### config.mk
export PLATFORM = sky130hd
export DESIGN_NAME = tick_wake_priority_task_scheduler_unit
export DESIGN_NICKNAME = d
export VERILOG_FILES = /design/src/hw/rtl/twps_pkg.sv /design/src/hw/rtl/twps_cell.sv /design/src/hw/rtl/tick_wake_priority_task_scheduler_unit.sv
export SDC_FILE = /design/constraint.sdc
export NUM_CORES = 1
export LEC_CHECK = 0
export BUFFER_PORTS_ARGS = -buffer_cell sky130_fd_sc_hd__buf_2
export CAP_MARGIN = 0
export CORE_MARGIN = 5
export CORE_UTILIZATION = 50
export DETAILED_ROUTE_END_ITERATION = 16
export PLACE_DENSITY = 0.66
export SETUP_SLACK_MARGIN = 0.02
export SYNTH_ARGS = -nofsm -noshare
export SYNTH_HDL_FRONTEND = slang
export SYNTH_HIERARCHICAL = 1
export SYNTH_SLANG_ARGS = --single-unit
### constraint.sdc
create_clock -name clk -period 10.5 [get_ports clk]
set_input_delay 0.525 -clock clk [delete_from_list [all_inputs] [get_ports clk]]
set_output_delay 0.525 -clock clk [all_outputs]
set_load 0.005 [all_outputs]
### src/hw/rtl/twps_pkg.sv
// Shared types and constants for the tick-driven priority task scheduler.
// No dependencies; every other file of the block imports this package.
`default_nettype none

package twps_pkg;

    localparam int SLOT_W = 4;
    localparam int PRIO_W = 8;
    localparam int TICK_W = 32;
    localparam int CMD_W  = 2;

    localparam logic [CMD_W-1:0] CMD_TICK   = 2'd0;
    localparam logic [CMD_W-1:0] CMD_CREATE = 2'd1;
    localparam logic [CMD_W-1:0] CMD_WAIT   = 2'd2;

    typedef struct packed {
        logic [CMD_W-1:0]  command;
        logic [SLOT_W-1:0] slot;
        logic [PRIO_W-1:0] priority_req;
        logic [TICK_W-1:0] wake_tick;
    } req_word_t;

    typedef struct packed {
        logic [SLOT_W-1:0] chosen_slot;
        logic              chosen_idle;
        logic              switched;
        logic [TICK_W-1:0] tick_now;
    } rsp_word_t;

    typedef struct packed {
        logic create;
        logic park;
        logic wake;
    } cell_ctrl_t;

endpackage

`default_nettype wire

### src/hw/rtl/twps_cell.sv
// One task slot of the scheduler chain: slot state plus one stage of the selection wave.
// Depends on twps_pkg for the cell control struct and field widths.
`default_nettype none

module twps_cell #(
    parameter int PRIO_BITS = 8,
    parameter int IDX_W     = 4,
    parameter int CELL_IDX  = 0
) (
    input  wire                           clk,
    input  wire                           rst_n,
    input  twps_pkg::cell_ctrl_t          ctrl,
    input  wire                           sel,
    input  wire  [PRIO_BITS-1:0]          prio_in,
    input  wire  [twps_pkg::TICK_W-1:0]   wake_in,
    input  wire  [twps_pkg::TICK_W-1:0]   tick,
    input  wire                           cand_found_in,
    input  wire  [PRIO_BITS-1:0]          cand_prio_in,
    input  wire  [IDX_W-1:0]              cand_idx_in,
    output logic                          cand_found_out,
    output logic [PRIO_BITS-1:0]          cand_prio_out,
    output logic [IDX_W-1:0]              cand_idx_out
);
    import twps_pkg::*;

    logic                 used_reg, used_next;
    logic                 waiting_reg, waiting_next;
    logic [PRIO_BITS-1:0] prio_reg, prio_next;
    logic [TICK_W-1:0]    wake_reg, wake_next;
    logic                 found_reg, found_next;
    logic [PRIO_BITS-1:0] best_prio_reg, best_prio_next;
    logic [IDX_W-1:0]     best_idx_reg, best_idx_next;
    logic                 eligible;
    logic                 take;

    always_comb
    begin
        used_next    = used_reg;
        waiting_next = waiting_reg;
        prio_next    = prio_reg;
        wake_next    = wake_reg;
        if (ctrl.create && sel)
        begin
            used_next    = 1'b1;
            prio_next    = prio_in;
            waiting_next = 1'b0;
        end
        else if (ctrl.park && sel)
        begin
            waiting_next = 1'b1;
            wake_next    = wake_in;
        end
        else if (ctrl.wake && used_reg && (prio_reg != '0) && waiting_reg &&
                 (wake_reg == tick))
        begin
            waiting_next = 1'b0;
        end
    end

    // pass the best candidate so far one cell on
    assign eligible = used_reg && !waiting_reg && (prio_reg != '0);
    assign take     = eligible && (!cand_found_in || (prio_reg > cand_prio_in));

    always_comb
    begin
        if (take)
        begin
            found_next     = 1'b1;
            best_prio_next = prio_reg;
            best_idx_next  = IDX_W'(CELL_IDX);
        end
        else
        begin
            found_next     = cand_found_in;
            best_prio_next = cand_prio_in;
            best_idx_next  = cand_idx_in;
        end
    end

    always_ff @(posedge clk or negedge rst_n)
    begin
        if (!rst_n)
        begin
            used_reg    <= 1'b0;
            waiting_reg <= 1'b0;
            found_reg   <= 1'b0;
        end
        else
        begin
            used_reg    <= used_next;
            waiting_reg <= waiting_next;
            found_reg   <= found_next;
        end
    end

    always_ff @(posedge clk)
    begin
        prio_reg      <= prio_next;
        wake_reg      <= wake_next;
        best_prio_reg <= best_prio_next;
        best_idx_reg  <= best_idx_next;
    end

    assign cand_found_out = found_reg;
    assign cand_prio_out  = best_prio_reg;
    assign cand_idx_out   = best_idx_reg;

endmodule

`default_nettype wire

### src/hw/rtl/tick_wake_priority_task_scheduler_unit.sv
// Top level of the tick-driven priority task scheduler: control sequencer and cell chain.
// Depends on twps_pkg and twps_cell.
//
// Fixed-priority scheduler over MAX_TASKS task slots, one slot per cell of a chain.
// Create and wait words update the addressed slot and answer in the cycle after
// acceptance with the current selection and switched low. A tick word first advances
// the tick counter; then every waiting slot compares its wake tick against the counter,
// the selection wave walks the chain one cell per cycle, and the choice is registered.
// The highest nonzero priority wins, the lowest slot on a tie; with no ready slot the
// idle task is chosen. One word is in flight at a time. There is no clearing pass
// after reset.
`default_nettype none

module tick_wake_priority_task_scheduler_unit #(
    parameter int MAX_TASKS = 16,
    parameter int PRIO_BITS = 8
) (
    input  wire                 clk,
    input  wire                 rst_n,
    input  wire                 req_valid,
    output logic                req_stall,
    input  twps_pkg::req_word_t req,
    output logic                rsp_valid,
    input  wire                 rsp_stall,
    output twps_pkg::rsp_word_t rsp
);
    import twps_pkg::*;

    localparam int IDX_W = $clog2(MAX_TASKS);

    localparam logic [1:0] S_IDLE = 2'd0;
    localparam logic [1:0] S_WAKE = 2'd1;
    localparam logic [1:0] S_SCAN = 2'd2;
    localparam logic [1:0] S_DONE = 2'd3;

    logic [1:0]        state_reg, state_next;
    logic [IDX_W-1:0]  cnt_reg, cnt_next;
    logic [TICK_W-1:0] tick_reg, tick_next;
    logic [IDX_W-1:0]  run_slot_reg, run_slot_next;
    logic              run_idle_reg, run_idle_next;
    logic              rsp_valid_reg, rsp_valid_next;
    rsp_word_t         rsp_reg, rsp_next;

    logic                 accept;
    cell_ctrl_t           ctrl;
    logic [PRIO_BITS-1:0] prio_in;
    logic [MAX_TASKS-1:0] wr_sel;
    logic                 found_c [0:MAX_TASKS];
    logic [PRIO_BITS-1:0] prio_c  [0:MAX_TASKS];
    logic [IDX_W-1:0]     idx_c   [0:MAX_TASKS];
    logic                 best_found;
    logic [IDX_W-1:0]     best_idx;
    logic                 changed;

    assign req_stall = (state_reg != S_IDLE) || (rsp_valid_reg && rsp_stall);
    assign accept    = req_valid && !req_stall;

    assign ctrl.create = accept && (req.command == CMD_CREATE);
    assign ctrl.park   = accept && (req.command == CMD_WAIT);
    assign ctrl.wake   = (state_reg == S_WAKE);
    assign prio_in     = PRIO_BITS'(req.priority_req);

    assign found_c[0] = 1'b0;
    assign prio_c[0]  = '0;
    assign idx_c[0]   = '0;

    genvar g;
    generate
        for (g = 0; g < MAX_TASKS; g++)
        begin : g_cell
            assign wr_sel[g] = (32'(req.slot) == 32'(g));

            twps_cell #(
                .PRIO_BITS (PRIO_BITS),
                .IDX_W     (IDX_W),
                .CELL_IDX  (g)
            ) u_cell (
                .clk            (clk),
                .rst_n          (rst_n),
                .ctrl           (ctrl),
                .sel            (wr_sel[g]),
                .prio_in        (prio_in),
                .wake_in        (req.wake_tick),
                .tick           (tick_reg),
                .cand_found_in  (found_c[g]),
                .cand_prio_in   (prio_c[g]),
                .cand_idx_in    (idx_c[g]),
                .cand_found_out (found_c[g+1]),
                .cand_prio_out  (prio_c[g+1]),
                .cand_idx_out   (idx_c[g+1])
            );
        end
    endgenerate

    assign best_found = found_c[MAX_TASKS] && (prio_c[MAX_TASKS] != '0);
    assign best_idx   = idx_c[MAX_TASKS];
    assign changed    = best_found ? (run_idle_reg || (run_slot_reg != best_idx))
                                   : !run_idle_reg;

    always_comb
    begin
        state_next     = state_reg;
        cnt_next       = cnt_reg;
        tick_next      = tick_reg;
        run_slot_next  = run_slot_reg;
        run_idle_next  = run_idle_reg;
        rsp_valid_next = rsp_valid_reg && rsp_stall;
        rsp_next       = rsp_reg;
        case (state_reg)
            S_IDLE:
            begin
                if (accept)
                begin
                    if (req.command == CMD_TICK)
                    begin
                        tick_next  = tick_reg + 32'd1;
                        state_next = S_WAKE;
                    end
                    else
                    begin
                        rsp_valid_next       = 1'b1;
                        rsp_next.chosen_slot = SLOT_W'(run_slot_reg);
                        rsp_next.chosen_idle = run_idle_reg;
                        rsp_next.switched    = 1'b0;
                        rsp_next.tick_now    = tick_reg;
                    end
                end
            end
            S_WAKE:
            begin
                cnt_next   = '0;
                state_next = S_SCAN;
            end
            S_SCAN:
            begin
                if (cnt_reg == IDX_W'(MAX_TASKS - 1))
                begin
                    state_next = S_DONE;
                end
                else
                begin
                    cnt_next = cnt_reg + 1'b1;
                end
            end
            S_DONE:
            begin
                run_idle_next        = !best_found;
                run_slot_next        = best_found ? best_idx : '0;
                rsp_valid_next       = 1'b1;
                rsp_next.chosen_slot = best_found ? SLOT_W'(best_idx) : '0;
                rsp_next.chosen_idle = !best_found;
                rsp_next.switched    = changed;
                rsp_next.tick_now    = tick_reg;
                state_next           = S_IDLE;
            end
            default:
            begin
                state_next = S_IDLE;
            end
        endcase
    end

    always_ff @(posedge clk or negedge rst_n)
    begin
        if (!rst_n)
        begin
            state_reg     <= S_IDLE;
            cnt_reg       <= '0;
            tick_reg      <= '0;
            run_slot_reg  <= '0;
            run_idle_reg  <= 1'b1;
            rsp_valid_reg <= 1'b0;
        end
        else
        begin
            state_reg     <= state_next;
            cnt_reg       <= cnt_next;
            tick_reg      <= tick_next;
            run_slot_reg  <= run_slot_next;
            run_idle_reg  <= run_idle_next;
            rsp_valid_reg <= rsp_valid_next;
        end
    end

    always_ff @(posedge clk)
    begin
        rsp_reg <= rsp_next;
    end

    assign rsp_valid = rsp_valid_reg;
    assign rsp       = rsp_reg;

endmodule

`default_nettype wire

==> reports/qor.txt, run 1 <==
Synth top area cells: edfxtp_1 51%, dfxtp_1 9.6%, xnor2_1 9.2%, dfrtp_1 5.7%, ha_1 4.2%
Clk pin slew, worst setup/hold paths: 0.06 ns
Cts bufs inserted: 95
Root Driver: clkbuf_16
Setup ws final: 6.10 ns
Hold WC Path Type: in -> reg
Worst vdd rail ir drop: 0.249 mV
Synth Area in Compound Gates: 0.0274
Antenna viol nets, final: 0
Leakage: 16.8 nW
Vias in the first global route: 23,400
Final net count: 3,102
Clk pwr share: 0.343
Internal Power: 7.35 mW
Synth Area in Simple Gates: 0.0884
All-Layer GR Usage: 0.255
Worst Max-Slew Pin Slew: 1.25 ns
Sum of negative setup slack: 0 ns
Core Util, Final: 0.566
Fin crit share: 0.420
RD Place Congestion: 0.852
Core area: 80,200 µm²
Max_cap viols: 0
Xor-xnor portion of the synthesized cell area: 0.119
Combinational fraction of design power: 0.169
I/O Pins: 90
Fillcell total: 6,348
H-tree depth: 3
Commonest non-fill, non-tap cell in the layout: edfxtp_1
Cell area after synthesis: 40,200 µm²
Area leader, netlist: edfxtp_1
Drt via density: 5.78
Pwr Density: 220 nW/µm²
Synthesized flop and latch total: 962
Crit path time final: 4.40 ns
Fmax: 227 MHz
Worst slew margin: 0.165
Largest family of logic cells by synthesized area: XOR/XNOR gates
RSZ-0062 raised after global routing: false
Worst Hold Endpoint: rsp_valid
Most frequent cells in the layout: 678 x edfxtp_1, 421 x xnor2_1, 192 x dfxtp_1, 153 x inv_1, 137 x nand4_1
Max-slew violation count: 0
Adder-cell area share of the yosys netlist: 0.0420
Die Ht: 294 µm
Reg-to-reg setup timing slack: 6.10 ns
Post-Synthesis Mean Instance Area: 14.8 µm²
Crit Path Class: reg -> reg
Post-synth ARST share: 0.0956
Via Count: 23,500
Layout cells sized above 1: 0.157
Clk_skew: 0.0287 ns
TritonRoute pass-1 iters: 5
Yosys cell types: 51
Initial core utilization: 0.502
Number of flip-flops in the largest register: 512
DIE AREA: 86,200 µm²
Pre-CTS setup slack: 6.23 ns
Antenna violations before repair: 14
Gr ovfl total: 0
Status: finished clean
Num rows: 104
End of the worst register-to-register path: g_cell[7].u_cell/waiting_reg
Critical R2R Launch: state_reg[1]
Startpoint class of the critical path: flop
Critical path peak fanout: 34
First-pass GRT wire length: 158,000 µm
Cell Area, Placed: 42,200 µm²
Largest net degree at the start of global routing: 50
CTS resizes: 0
Yosys top cell area share: 0.506
Primary FF master, synth: edfxtp_1
WP data arrival: 4.95 ns
Area growth syn-to-layout: 12.9%
Post-synth EDFFs: 678
Hold Startpoint: rsp_stall
WL/cell: 27.5 µm
Clk_lat worst skew: 0.65 ns
Final wirelength: 112,000 µm
Die width: 294 µm
Largest buffer count on any clock path: 3
Post-CTS setup buffers: 0
Cell count after placement: 3,879
Drt drc: 0
CTS tree: built
Post-cts hold buffer count: 1
Tot Pwr: 9.97 mW
Fin cells: 4,063
Post-Synthesis Cells: 2,709
Sw frac: 0.262
R2R depth: 10
Critical Path End Type: flop
PortBufs: 89
Sequential Power Share: 0.488
Worst EP required: 11.05 ns
Iter 0 DRT Violations: 2,349
Sink Count: 962
Hold depth: 3
Final Hold Fails: 0
Detail Placement HPWL: 66,000 µm
Worst hold slack: 0.200 ns
Sequential area share after synthesis: 0.659
Post-synthesis mux area share: 0.0445
Switching power: 2.61 mW
Finished Cell Area: 45,400 µm²
Ys Warns: 6
Final setup vio count: 0
==> cells in the mapped netlist, types with 16 or more instances <==
cell        n
o21bai_1   32
nand2_1    90
nand4_1   137
nor2b_1    16
dfrtp_1    91
and3_1     20
edfxtp_1  678
inv_1     153
a21oi_1    52
o21ai_2    32
a21o_1     16
buf_6      18
nor4_1     53
or4_1      50
nor3_1     45
xor2_1    126
and2_1     34
dfxtp_1   192
nor2_1     37
a31oi_1    16
nand4b_1   17
nand3_1    32
xnor2_1   421
mux2_4     90
nand2b_1   52
ha_1      135
mux2_2     33
==> power by group through the flow <==
stage | Sequential (mW) | Combinational (mW) | Clock (mW)
after floorplan | 4.85 | 1.13 | 0
after global placement | 4.93 | 1.61 | 0
after detailed placement | 4.94 | 1.68 | 0
after CTS | 4.87 | 1.69 | 3.46
after global routing | 4.92 | 1.85 | 3.62
final | 4.87 | 1.68 | 3.41
==> worst max-delay path by stage <==
stage                       from                      endpoint  slack (ns)  depth (start not counted)
floorplan           state_reg[0]  g_cell[0].u_cell/waiting_reg        5.19                          9
global placement    state_reg[0]  g_cell[1].u_cell/waiting_reg        6.45                         10
detailed placement  state_reg[0]  g_cell[7].u_cell/waiting_reg        6.23                         10
CTS                 state_reg[0]  g_cell[7].u_cell/waiting_reg        6.20                         10
global route        state_reg[0]  g_cell[7].u_cell/waiting_reg        5.91                         10
finish              state_reg[1]  g_cell[7].u_cell/waiting_reg        6.10                         10
==> critical path: stages, from the launching register on <==
cell and delay, ns:
dfrtp_1 0.42, inv_1 0.12, ha_1 0.29, a21boi_1 0.70
nand2_1 0.26, nor3b_4 1.04, nand2_1 0.23, nor2_4 0.74
or4_1 0.23, nor4_1 0.05, a31oi_1 0.20
==> final cells by class <==
cell class | instances | area [µm²] | share of cell area
well taps | 1060 | 1330 | 0.0292
repair buffers | 109 | 601 | 0.0132
clock buffers | 139 | 2820 | 0.0622
clock inverters | 39 | 357 | 0.00786
multi-input cells | 1596 | 13200 | 0.290
inverters | 153 | 574 | 0.0127
diodes | 5 | 12.5 | 0.000276
flip-flops and latches | 962 | 26500 | 0.585
==> metal layers <==
metal	up-vias	wire, µm	global-route usage
met4	4	5020	0.104
met3	258	10500	0.0551
met2	1151	54500	0.431
met5	-	25	0
li1	10300	-	-
met1	11800	41700	0.322
==> cells by family after synthesis <==
group / after synthesis
xor gates and xnor gates: 547
DFF: 962
and+or+nand+nor: 600
AOI/OAI and AO/OA: 162
adders and majority gates: 135
buffers and inverters: 173
muxes: 129
other: 1
Power figures use the tool's default switching activity.
==> run 2: changes to the inputs <==
clock period = 4.1 ns   (was 10.5 ns; I/O delays follow)
==> reports/qor.txt, run 2 (same netlist as run 1, synthesis figures left out) <==
Status: finished clean
Clk pin slew, worst setup/hold paths: 0.06 ns (about the same)
Critical Path End Type: flop
PortBufs: 89 (unchanged)
Most frequent cells in the layout: 678 x edfxtp_1, 421 x xnor2_1, 192 x dfxtp_1, 154 x inv_1, 137 x nand4_1
Area growth syn-to-layout: 13.7%
All-Layer GR Usage: 0.246 (-0.00919)
Sink Count: 962 (unchanged)
DIE AREA: 86,200 µm² (unchanged)
Combinational fraction of design power: 0.163 (-0.006)
Detail Placement HPWL: 67,300 µm (+1.9%)
Number of flip-flops in the largest register: 512 (unchanged)
Final net count: 3,141 (+1.3%)
Num rows: 104 (unchanged)
Clk_lat worst skew: 0.66 ns (about the same)
TritonRoute pass-1 iters: 7 (+2)
Final Hold Fails: 0 (unchanged)
Worst Hold Endpoint: g_cell[0].u_cell/wake_reg[0]
Die width: 294 µm (unchanged)
Vias in the first global route: 24,000 (+2.5%)
Worst vdd rail ir drop: 0.376 mV (+51%)
Fin crit share: 0.759 (+0.339)
Crit path time final: 3.11 ns (-1.29 ns)
Leakage: 17.1 nW (+1.5%)
Largest net degree at the start of global routing: 50 (unchanged)
End of the worst register-to-register path: g_cell[11].u_cell/waiting_reg
Hold depth: 1 (-2)
Clk_skew: 0.0490 ns (+0.0203 ns)
I/O Pins: 90 (unchanged)
CTS resizes: 0 (unchanged)
First-pass GRT wire length: 155,000 µm (-2.1%)
Startpoint class of the critical path: flop
Crit Path Class: reg -> reg
Reg-to-reg setup timing slack: 0.99 ns (-5.11 ns)
Largest buffer count on any clock path: 3 (unchanged)
Sw frac: 0.262 (about the same)
Core Util, Final: 0.571 (+0.00417)
H-tree depth: 3 (unchanged)
CTS tree: built
WL/cell: 26.1 µm (-5.1%)
Layout cells sized above 1: 0.159 (+0.00205)
RSZ-0062 raised after global routing: false
Worst slew margin: 0.146 (-0.0189)
Die Ht: 294 µm (unchanged)
Drt drc: 0 (unchanged)
Critical path peak fanout: 32 (-5.9%)
Antenna viol nets, final: 0 (unchanged)
Switching power: 6.69 mW (+160%)
Cts bufs inserted: 98 (+3.2%)
Post-CTS setup buffers: 0 (unchanged)
Clk pwr share: 0.346 (+0.003)
Core area: 80,200 µm² (unchanged)
Critical R2R Launch: state_reg[0]
Hold Startpoint: req[0]
Max_cap viols: 0 (unchanged)
Worst Max-Slew Pin Slew: 1.27 ns (+0.0179 ns)
Gr ovfl total: 0 (unchanged)
Fmax: 321 MHz (+42%)
Sequential Power Share: 0.491 (+0.003)
Iter 0 DRT Violations: 2,042 (-13%)
Commonest non-fill, non-tap cell in the layout: edfxtp_1
RD Place Congestion: 0.855 (+0.29%)
Worst EP required: 4.62 ns (-6.43 ns)
Max-slew violation count: 0 (unchanged)
Final setup vio count: 0 (unchanged)
Fillcell total: 6,271 (-1.2%)
Internal Power: 18.9 mW (+160%)
Root Driver: clkbuf_16
Antenna violations before repair: 12 (-2)
Drt via density: 5.67 (-2.0%)
Via Count: 23,300 (-1.0%)
Final wirelength: 107,000 µm (-4.1%)
Hold WC Path Type: in -> reg
Initial core utilization: 0.502 (unchanged)
Pwr Density: 559 nW/µm² (+150%)
R2R depth: 11 (+1)
WP data arrival: 3.63 ns (-1.32 ns)
Sum of negative setup slack: 0 ns (unchanged)
-- run 2: changes by cell type in the layout (fill, tap and decap cells not counted), sizes merged --
cell         previous run  this run
buf                   108       143
clkbuf                139       138
clkinv                 26        33
clkinvlp                4         5
diode                   5         3
dlygate4sd3             1         2
-- run 2: stage by stage --
| stage | area [µm²] | hold WS [ns] | cells | worst slack [ns] | total power [mW] |
|---|---|---|---|---|---|
| after floorplan | 40300 | -0.0906 | 2731 | -0.183 | 15.3 |
| after global placement | 42500 | 0.391 | 3914 | 1.17 | 16.7 |
| after detailed placement | 42500 | 0.396 | 3914 | 1.05 | 16.9 |
| after CTS | 45700 | 0.0176 | 4101 | 1.01 | 25.8 |
| after global routing | 45700 | 0.0363 | 4101 | 0.856 | 26.7 |
| final | 45700 | 0.0637 | 4104 | 0.988 | 25.5 |
-- run 2: power groups by stage --
| stage | Clock [mW] | Sequential, mW | Combinational (mW) |
|---|---|---|---|
| 2_1_floorplan | 0 | 12.4 | 2.89 |
| 3_3_place_gp | 0 | 12.7 | 4.02 |
| 3_5_place_dp | 0 | 12.7 | 4.17 |
| 4_1_cts | 8.99 | 12.6 | 4.21 |
| 5_1_grt | 9.44 | 12.7 | 4.60 |
| 6_report | 8.85 | 12.5 | 4.16 |
-- run 2: worst max-delay path by stage --
| stage | start | slack [ns] | end |
|---|---|---|---|
| floorplan | state_reg[0] | -0.18 | g_cell[13].u_cell/waiting_reg |
| global placement | state_reg[0] | 1.17 | g_cell[7].u_cell/waiting_reg |
| detailed placement | state_reg[0] | 1.05 | g_cell[2].u_cell/waiting_reg |
| CTS | state_reg[0] | 1.01 | g_cell[11].u_cell/waiting_reg |
| global route | state_reg[0] | 0.86 | g_cell[11].u_cell/waiting_reg |
| finish | state_reg[0] | 0.99 | g_cell[11].u_cell/waiting_reg |
-- run 2: area by class of cell --
class	count	area (µm²)	share of cell area
diodes	3	7.51	0.000164
clock buffers	138	2810	0.0614
clock inverters	47	439	0.00960
inverters	153	574	0.0126
multi-input cells	1596	13200	0.288
flip-flops and latches	962	26500	0.580
well taps	1060	1330	0.0290
repair buffers	145	898	0.0196
-- run 2: per-layer routing --
layer | part of all wire | GRT usage
met1 | 0.38 | 0.305
met5 | 0.00011 | 0
met3 | 0.078 | 0.0478
met4 | 0.043 | 0.0967
met2 | 0.50 | 0.427
-- run 2: repair_timing --
| item | 4_1_cts | 5_1_grt |
|---|---|---|
| endpoints found under the setup margin | 0 | 0 |
| hold buffers | 2 | 0 |
| hold endpoints to repair | 48 | 0 |
-- run 2: critical path, cell delays in order, from the launching register on --
cell and delay, ns:
dfrtp_1 0.42, inv_1 0.14, ha_1 0.29, a21boi_1 0.21, buf_4 0.20, nand2_1 0.14, nor3b_4 0.25, buf_12 0.32
nor2_4 0.08, or4_1 0.55, nor4_1 0.22, a31oi_1 0.12
